File: src/hdl/kcs_pkg.sv
// Shared definitions for the keyframe camera sampler.
// Holds default sizes, request and register codes, and the controller/datapath interface types.
// No dependencies.
package kcs_pkg;

  // Default table sizes
  localparam int DEF_MAX_CAMERAS        = 64;
  localparam int DEF_MAX_KEYS           = 256;
  localparam int DEF_MAX_TRACKS         = 64;
  localparam int DEF_MAX_KEYS_PER_TRACK = 32;
  localparam int DEF_MAX_EDIT_TRACKS    = 16;

  // Request codes carried by req_type
  localparam logic [2:0] REQ_CAMERA    = 3'd0;
  localparam logic [2:0] REQ_KEY       = 3'd1;
  localparam logic [2:0] REQ_TRACK     = 3'd2;
  localparam logic [2:0] REQ_TRACK_KEY = 3'd3;
  localparam logic [2:0] REQ_EDIT      = 3'd4;
  localparam logic [2:0] REQ_SAMPLE    = 3'd5;

  // Configuration register indexes
  localparam logic [2:0] CFG_DURATION     = 3'd0;
  localparam logic [2:0] CFG_CAMERA_COUNT = 3'd1;
  localparam logic [2:0] CFG_KEY_COUNT    = 3'd2;
  localparam logic [2:0] CFG_TRACK_COUNT  = 3'd3;
  localparam logic [2:0] CFG_EDIT_COUNT   = 3'd4;

  localparam int CFG_DATA_W  = 16;
  localparam int FIELD_COUNT = 8;
  localparam logic [2:0] LAST_FIELD = 3'd7;

  // Datapath commands issued by the controller
  typedef enum logic [4:0] {
    OP_NONE,
    OP_LOAD,
    OP_START,
    OP_EDIT_RD,
    OP_NEXT_TRACK,
    OP_TRK_RD,
    OP_TRK_NEXT,
    OP_TRK_TAKE,
    OP_KL_RD,
    OP_KEY_RD,
    OP_KEY_NEXT,
    OP_KEY_TAKE,
    OP_PAIR_START,
    OP_PAIR_RD,
    OP_PAIR_NEXT,
    OP_PAIR_LAST,
    OP_PAIR_HIT,
    OP_CAM_RD,
    OP_CAM_STEP,
    OP_FLD_START,
    OP_FLD_RD0,
    OP_FLD_RD1,
    OP_BLEND_GO,
    OP_FLD_STORE,
    OP_OUT_HIT,
    OP_OUT_MISS
  } kcs_op_t;

  // Datapath status returned to the controller
  typedef struct packed {
    logic late;
    logic edit_end;
    logic trk_end;
    logic trk_match;
    logic len_zero;
    logic kl_end;
    logic key_end;
    logic key_match;
    logic pair_hit;
    logic pair_last;
    logic cam_end;
    logic cam_found;
    logic fld_last;
    logic blend_done;
    logic out_free;
  } kcs_stat_t;

endpackage

File: src/hdl/kcs_ctrl.sv
// Controller of the keyframe camera sampler: issues load beats and sequences the table walk of one sample.
// Depends on kcs_pkg.
module kcs_ctrl (
  input  logic               clk,
  input  logic               rst,
  input  logic               in_valid,
  input  logic [2:0]         req_type,
  input  kcs_pkg::kcs_stat_t stat,
  output kcs_pkg::kcs_op_t   op,
  output logic               in_ready
);
  import kcs_pkg::*;

  typedef enum logic [4:0] {
    ST_IDLE,
    ST_CHECK,
    ST_EDIT,
    ST_TRK,
    ST_TRK_CMP,
    ST_KL,
    ST_KEY,
    ST_KEY_CMP,
    ST_PAIR,
    ST_PAIR_CMP,
    ST_CAM,
    ST_CAM_CMP,
    ST_FLD,
    ST_FLD_A,
    ST_FLD_B,
    ST_BLEND,
    ST_HIT,
    ST_MISS
  } state_t;

  state_t state;
  state_t state_next;

  assign in_ready = (state == ST_IDLE);

  // Next state and command
  always_comb begin
    state_next = state;
    op         = OP_NONE;
    case (state)
      ST_IDLE: begin
        if (in_valid) begin
          if (req_type == REQ_SAMPLE) begin
            op         = OP_START;
            state_next = ST_CHECK;
          end else begin
            op = OP_LOAD;
          end
        end
      end
      ST_CHECK: begin
        state_next = stat.late ? ST_MISS : ST_EDIT;
      end
      ST_EDIT: begin
        if (stat.edit_end) begin
          state_next = ST_MISS;
        end else begin
          op         = OP_EDIT_RD;
          state_next = ST_TRK;
        end
      end
      ST_TRK: begin
        // Missing track: skip it
        if (stat.trk_end) begin
          op         = OP_NEXT_TRACK;
          state_next = ST_EDIT;
        end else begin
          op         = OP_TRK_RD;
          state_next = ST_TRK_CMP;
        end
      end
      ST_TRK_CMP: begin
        if (stat.trk_match) begin
          if (stat.len_zero) begin
            op         = OP_NEXT_TRACK;
            state_next = ST_EDIT;
          end else begin
            op         = OP_TRK_TAKE;
            state_next = ST_KL;
          end
        end else begin
          op         = OP_TRK_NEXT;
          state_next = ST_TRK;
        end
      end
      ST_KL: begin
        if (stat.kl_end) begin
          op         = OP_PAIR_START;
          state_next = ST_PAIR;
        end else begin
          op         = OP_KL_RD;
          state_next = ST_KEY;
        end
      end
      ST_KEY: begin
        // Unresolved key ends the walk
        if (stat.key_end) begin
          state_next = ST_MISS;
        end else begin
          op         = OP_KEY_RD;
          state_next = ST_KEY_CMP;
        end
      end
      ST_KEY_CMP: begin
        if (stat.key_match) begin
          op         = OP_KEY_TAKE;
          state_next = ST_KL;
        end else begin
          op         = OP_KEY_NEXT;
          state_next = ST_KEY;
        end
      end
      ST_PAIR: begin
        op         = OP_PAIR_RD;
        state_next = ST_PAIR_CMP;
      end
      ST_PAIR_CMP: begin
        if (stat.pair_hit) begin
          op         = OP_PAIR_HIT;
          state_next = ST_CAM;
        end else if (stat.pair_last) begin
          op         = OP_PAIR_LAST;
          state_next = ST_EDIT;
        end else begin
          op         = OP_PAIR_NEXT;
          state_next = ST_PAIR;
        end
      end
      ST_CAM: begin
        if (stat.cam_end) begin
          if (stat.cam_found) begin
            op         = OP_FLD_START;
            state_next = ST_FLD;
          end else begin
            state_next = ST_MISS;
          end
        end else begin
          op         = OP_CAM_RD;
          state_next = ST_CAM_CMP;
        end
      end
      ST_CAM_CMP: begin
        op         = OP_CAM_STEP;
        state_next = ST_CAM;
      end
      ST_FLD: begin
        op         = OP_FLD_RD0;
        state_next = ST_FLD_A;
      end
      ST_FLD_A: begin
        op         = OP_FLD_RD1;
        state_next = ST_FLD_B;
      end
      ST_FLD_B: begin
        op         = OP_BLEND_GO;
        state_next = ST_BLEND;
      end
      ST_BLEND: begin
        if (stat.blend_done) begin
          op         = OP_FLD_STORE;
          state_next = stat.fld_last ? ST_HIT : ST_FLD;
        end
      end
      ST_HIT: begin
        if (stat.out_free) begin
          op         = OP_OUT_HIT;
          state_next = ST_IDLE;
        end
      end
      ST_MISS: begin
        if (stat.out_free) begin
          op         = OP_OUT_MISS;
          state_next = ST_IDLE;
        end
      end
      default: begin
        state_next = ST_IDLE;
      end
    endcase
  end

  // Hold state
  always_ff @(posedge clk) begin
    if (rst) begin
      state <= ST_IDLE;
    end else begin
      state <= state_next;
    end
  end

endmodule

File: config.mk
export PLATFORM = sky130hd
export DESIGN_NAME = kcs_ctrl
export DESIGN_NICKNAME = d
export VERILOG_FILES = /design/src/hdl/kcs_pkg.sv /design/src/hdl/kcs_ctrl.sv
export SDC_FILE = /design/constraint.sdc
export NUM_CORES = 1
export LEC_CHECK = 0
export ABC_AREA = 1
export BUFFER_PORTS_ARGS = -buffer_cell sky130_fd_sc_hd__buf_4
export CAP_MARGIN = 20
export CORE_MARGIN = 4
export CORE_UTILIZATION = 50
export DETAILED_ROUTE_END_ITERATION = 8
export HOLD_SLACK_MARGIN = 0.03
export PLACE_DENSITY = 0.76
export SKIP_CTS_REPAIR_TIMING = 1
export SYNTH_ARGS = -nofsm -noshare
export SYNTH_HDL_FRONTEND = slang
export SYNTH_SLANG_ARGS = --single-unit
File: constraint.sdc
create_clock -name clk -period 3.1 [get_ports clk]
set_input_delay 0.775 -clock clk [delete_from_list [all_inputs] [get_ports clk]]
set_output_delay 0.775 -clock clk [all_outputs]
set_load 0.02 [all_outputs]
==> flow_metrics.py <==
metrics = {
    "status": {
        "status": "finished clean",
    },
    "power": {
        "finalPower_mw": 0.366,
        "vdd_ir_drop_max_uv": 399,
        "combPwrFrac_pct": 57.2,
        "pwr-share-seq_pct": 23.5,
        "internal-power_mw": 0.199,
        "switchingPower_mw": 0.167,
        "clkPwrFrac_pct": 19.3,
        "swShare_pct": 45.6,
        "power_leakage_nw": 0.662,
        "power_density_nw_per_um2": 318,
    },
    "floorplan": {
        "initial_core_util_pct": 52.7,
        "fp-row-count": 15,
        "die_y_um": 50.4,
        "boundaryPins": 27,
        "core_um2": 1710,
        "dieWidth_um": 50.4,
        "die_area_um2": 2540,
    },
    "sta": {
        "setup_tns_ns": 0,
        "period_needed_ns": 2.50,
        "fmaxAchievable_mhz": 400,
        "drv_slew": 0,
        "finalSetupViolCount": 0,
        "tightest_slew_ns": 0.427,
        "grt_setup_unrepaired": "false",
        "max_slew_margin_pct": 71.5,
        "hold_violations": 0,
        "worst_slack_ns": 0.597,
        "period_share_pct": 80.7,
        "fin_skew_ns": 0.00206,
    },
    "worst_setup_path": {
        "start_kind": "register",
        "cp_max_fo": 9,
        "arrival_ns": 1.73,
        "worstPathRequired_ns": 2.32,
        "cp-end-kind": "primary output",
        "path_class": "reg2out",
    },
    "grt": {
        "grt_pass1_wl_um": 4770,
        "antenna_found_initial": 0,
        "grt_use_total_pct": 23.8,
        "grt_max_degree": 10,
        "overflow": 0,
        "grt_pass1_vias": 1133,
    },
    "clock_network": {
        "cts_buffer_depth": 2,
        "cts_tree": "done",
        "clock_tree.root_cell": "clkbuf_4",
        "numCtsBuffers": 3,
        "insertion_delay_ns": 0.23,
        "clk_pin_slew_ns": 0.04,
        "ctsHtreeMaxLevel": 1,
        "clock-sinks": 5,
    },
    "synthesis": {
        "ys_async_sr_fraction_pct": 0,
        "syn_inst": 170,
        "ys_top_cells_by_count": "nand2_1, inv_1, nor2_1, nand3_1, nand2_2",
        "synth_top_area_share_pct": 17.5,
        "synth-main-ff-cell": "dfxtp_1",
        "synthDistinctLibCells": 22,
        "synth_edf_count": 0,
        "ys_ff_latch": 5,
        "syn-mean-instance-area_um2": 5.30,
        "synthTopCellsByArea": "nand2_1, inv_1, dfxtp_1, nand3_1, nor2_1",
        "ys_warn_count": 0,
        "syn_nets": 191,
        "synth_most_common_cell": "nand2_1",
        "synth_area_leader_cell": "nand2_1",
        "yosysSeqAreaShare_pct": 11.1,
        "netlist_area_um2": 901,
    },
    "place": {
        "routabilityCongestion": 0.958,
        "pre_cts_ws_ns": 0.732,
        "placed_cell_area_um2": 1120,
        "numPortBuffers": 26,
        "place_hpwl_um": 2300,
    },
    "drt": {
        "vias_per_cell": 5.31,
        "wl_um": 2700,
        "dr.first_iter.drc_count": 66,
        "dr.pass1.iters": 4,
        "wl_per_cell_um": 12.0,
        "drc": 0,
        "vias": 1190,
        "ant_nets": 0,
    },
    "layout": {
        "nets": 221,
        "diodes": 0,
        "largest_reg_flops": 5,
        "area.growth.synth_to_final_pct": 27.5,
        "largestRegisters": "state x5",
        "drive_gt1_share_pct": 26.6,
        "top_register": "state",
        "final_area_um2": 1150,
    },
    "min_path": {
        "hold_class": "reg2reg",
    },
    "flow_run": {
        "maxCapViolations": 0,
    },
}
routing by layer:
metal / routed length [um] / vias up / GRT usage [%]
li1: - / 597 / -
met1: 1100 / 528 / 28.8
met2: 1290 / 54 / 42.8
met3: 215 / 11 / 3.26
met4: 85 / 0 / 7.62
met5: 0 / - / 0
metrics by stage:
| stage | hold slack [ns] | utilization [%] | cells |
|---|---|---|---|
| after floorplan | 0.501 | - | 170 |
| after global placement | 0.538 | 65.7 | 220 |
| after detailed placement | 0.537 | 65.7 | 220 |
| after CTS | 0.544 | 67.3 | 224 |
| after global routing | 0.575 | 67.3 | 224 |
| final | 0.547 | 67.3 | 224 |
final timing paths:
kind	start	slack, ns	depth (start not counted)	to
worst max register to register	state[0]	1.57	8	state[0]
worst min-delay path	state[0]	0.55	2	state[0]
worst min register to register	state[0]	0.55	2	state[0]
worst max-delay path	state[4]	0.60	8	op[0]
cell families after synthesis:
kind of cell           after synthesis  share of synthesized area [%]
AOI/OAI and AO/OA                   17                           10.7
buffers and inverters               32                           13.5
and+or+nand+nor                    116                           64.7
DFF                                  5                           11.1
worst max-delay path, stage by stage (launching register included):
cell	delay, ns
dfxtp_1	0.48
inv_2	0.18
nand2_2	0.11
nor2_4	0.07
nand3_1	0.13
inv_1	0.06
nor3_1	0.20
nand3_1	0.10
buf_4	0.17
layout make-up:
class | count | area (um2)
Clock buffer | 4 | 26.3
Fill cell | 165 | 559
Inverter | 31 | 116
Multi-Input combinational cell | 133 | 679
Sequential cell | 5 | 100
Tap cell | 25 | 31.3
Timing Repair Buffer | 26 | 195
power by group through the flow:
stage | registers (mW) | clock network [mW] | logic (mW)
6_report | 0.0860 | 0.0704 | 0.209
5_1_grt | 0.0867 | 0.0797 | 0.233
4_1_cts | 0.0855 | 0.0724 | 0.208
3_5_place_dp | 0.0866 | 0 | 0.208
3_3_place_gp | 0.0865 | 0 | 0.205
2_1_floorplan | 0.0833 | 0 | 0.138
layout by cell type, fill, tap and decap left out, drive strengths merged:
cell type / netlist / layout
a211oi: 1 / 1
nand4: 5 / 5
nand3: 23 / 23
nor3: 6 / 6
a21oi: 6 / 6
nor2: 31 / 31
inv: 31 / 31
nand3b: 1 / 1
clkbuf: 0 / 4
nand2: 50 / 50
o21bai: 1 / 1
o2111ai: 1 / 1
o211ai: 1 / 1
dfxtp: 5 / 5
buf: 1 / 26
o21ai: 7 / 7
No activity file was read; power rests on OpenSTA's default activity.
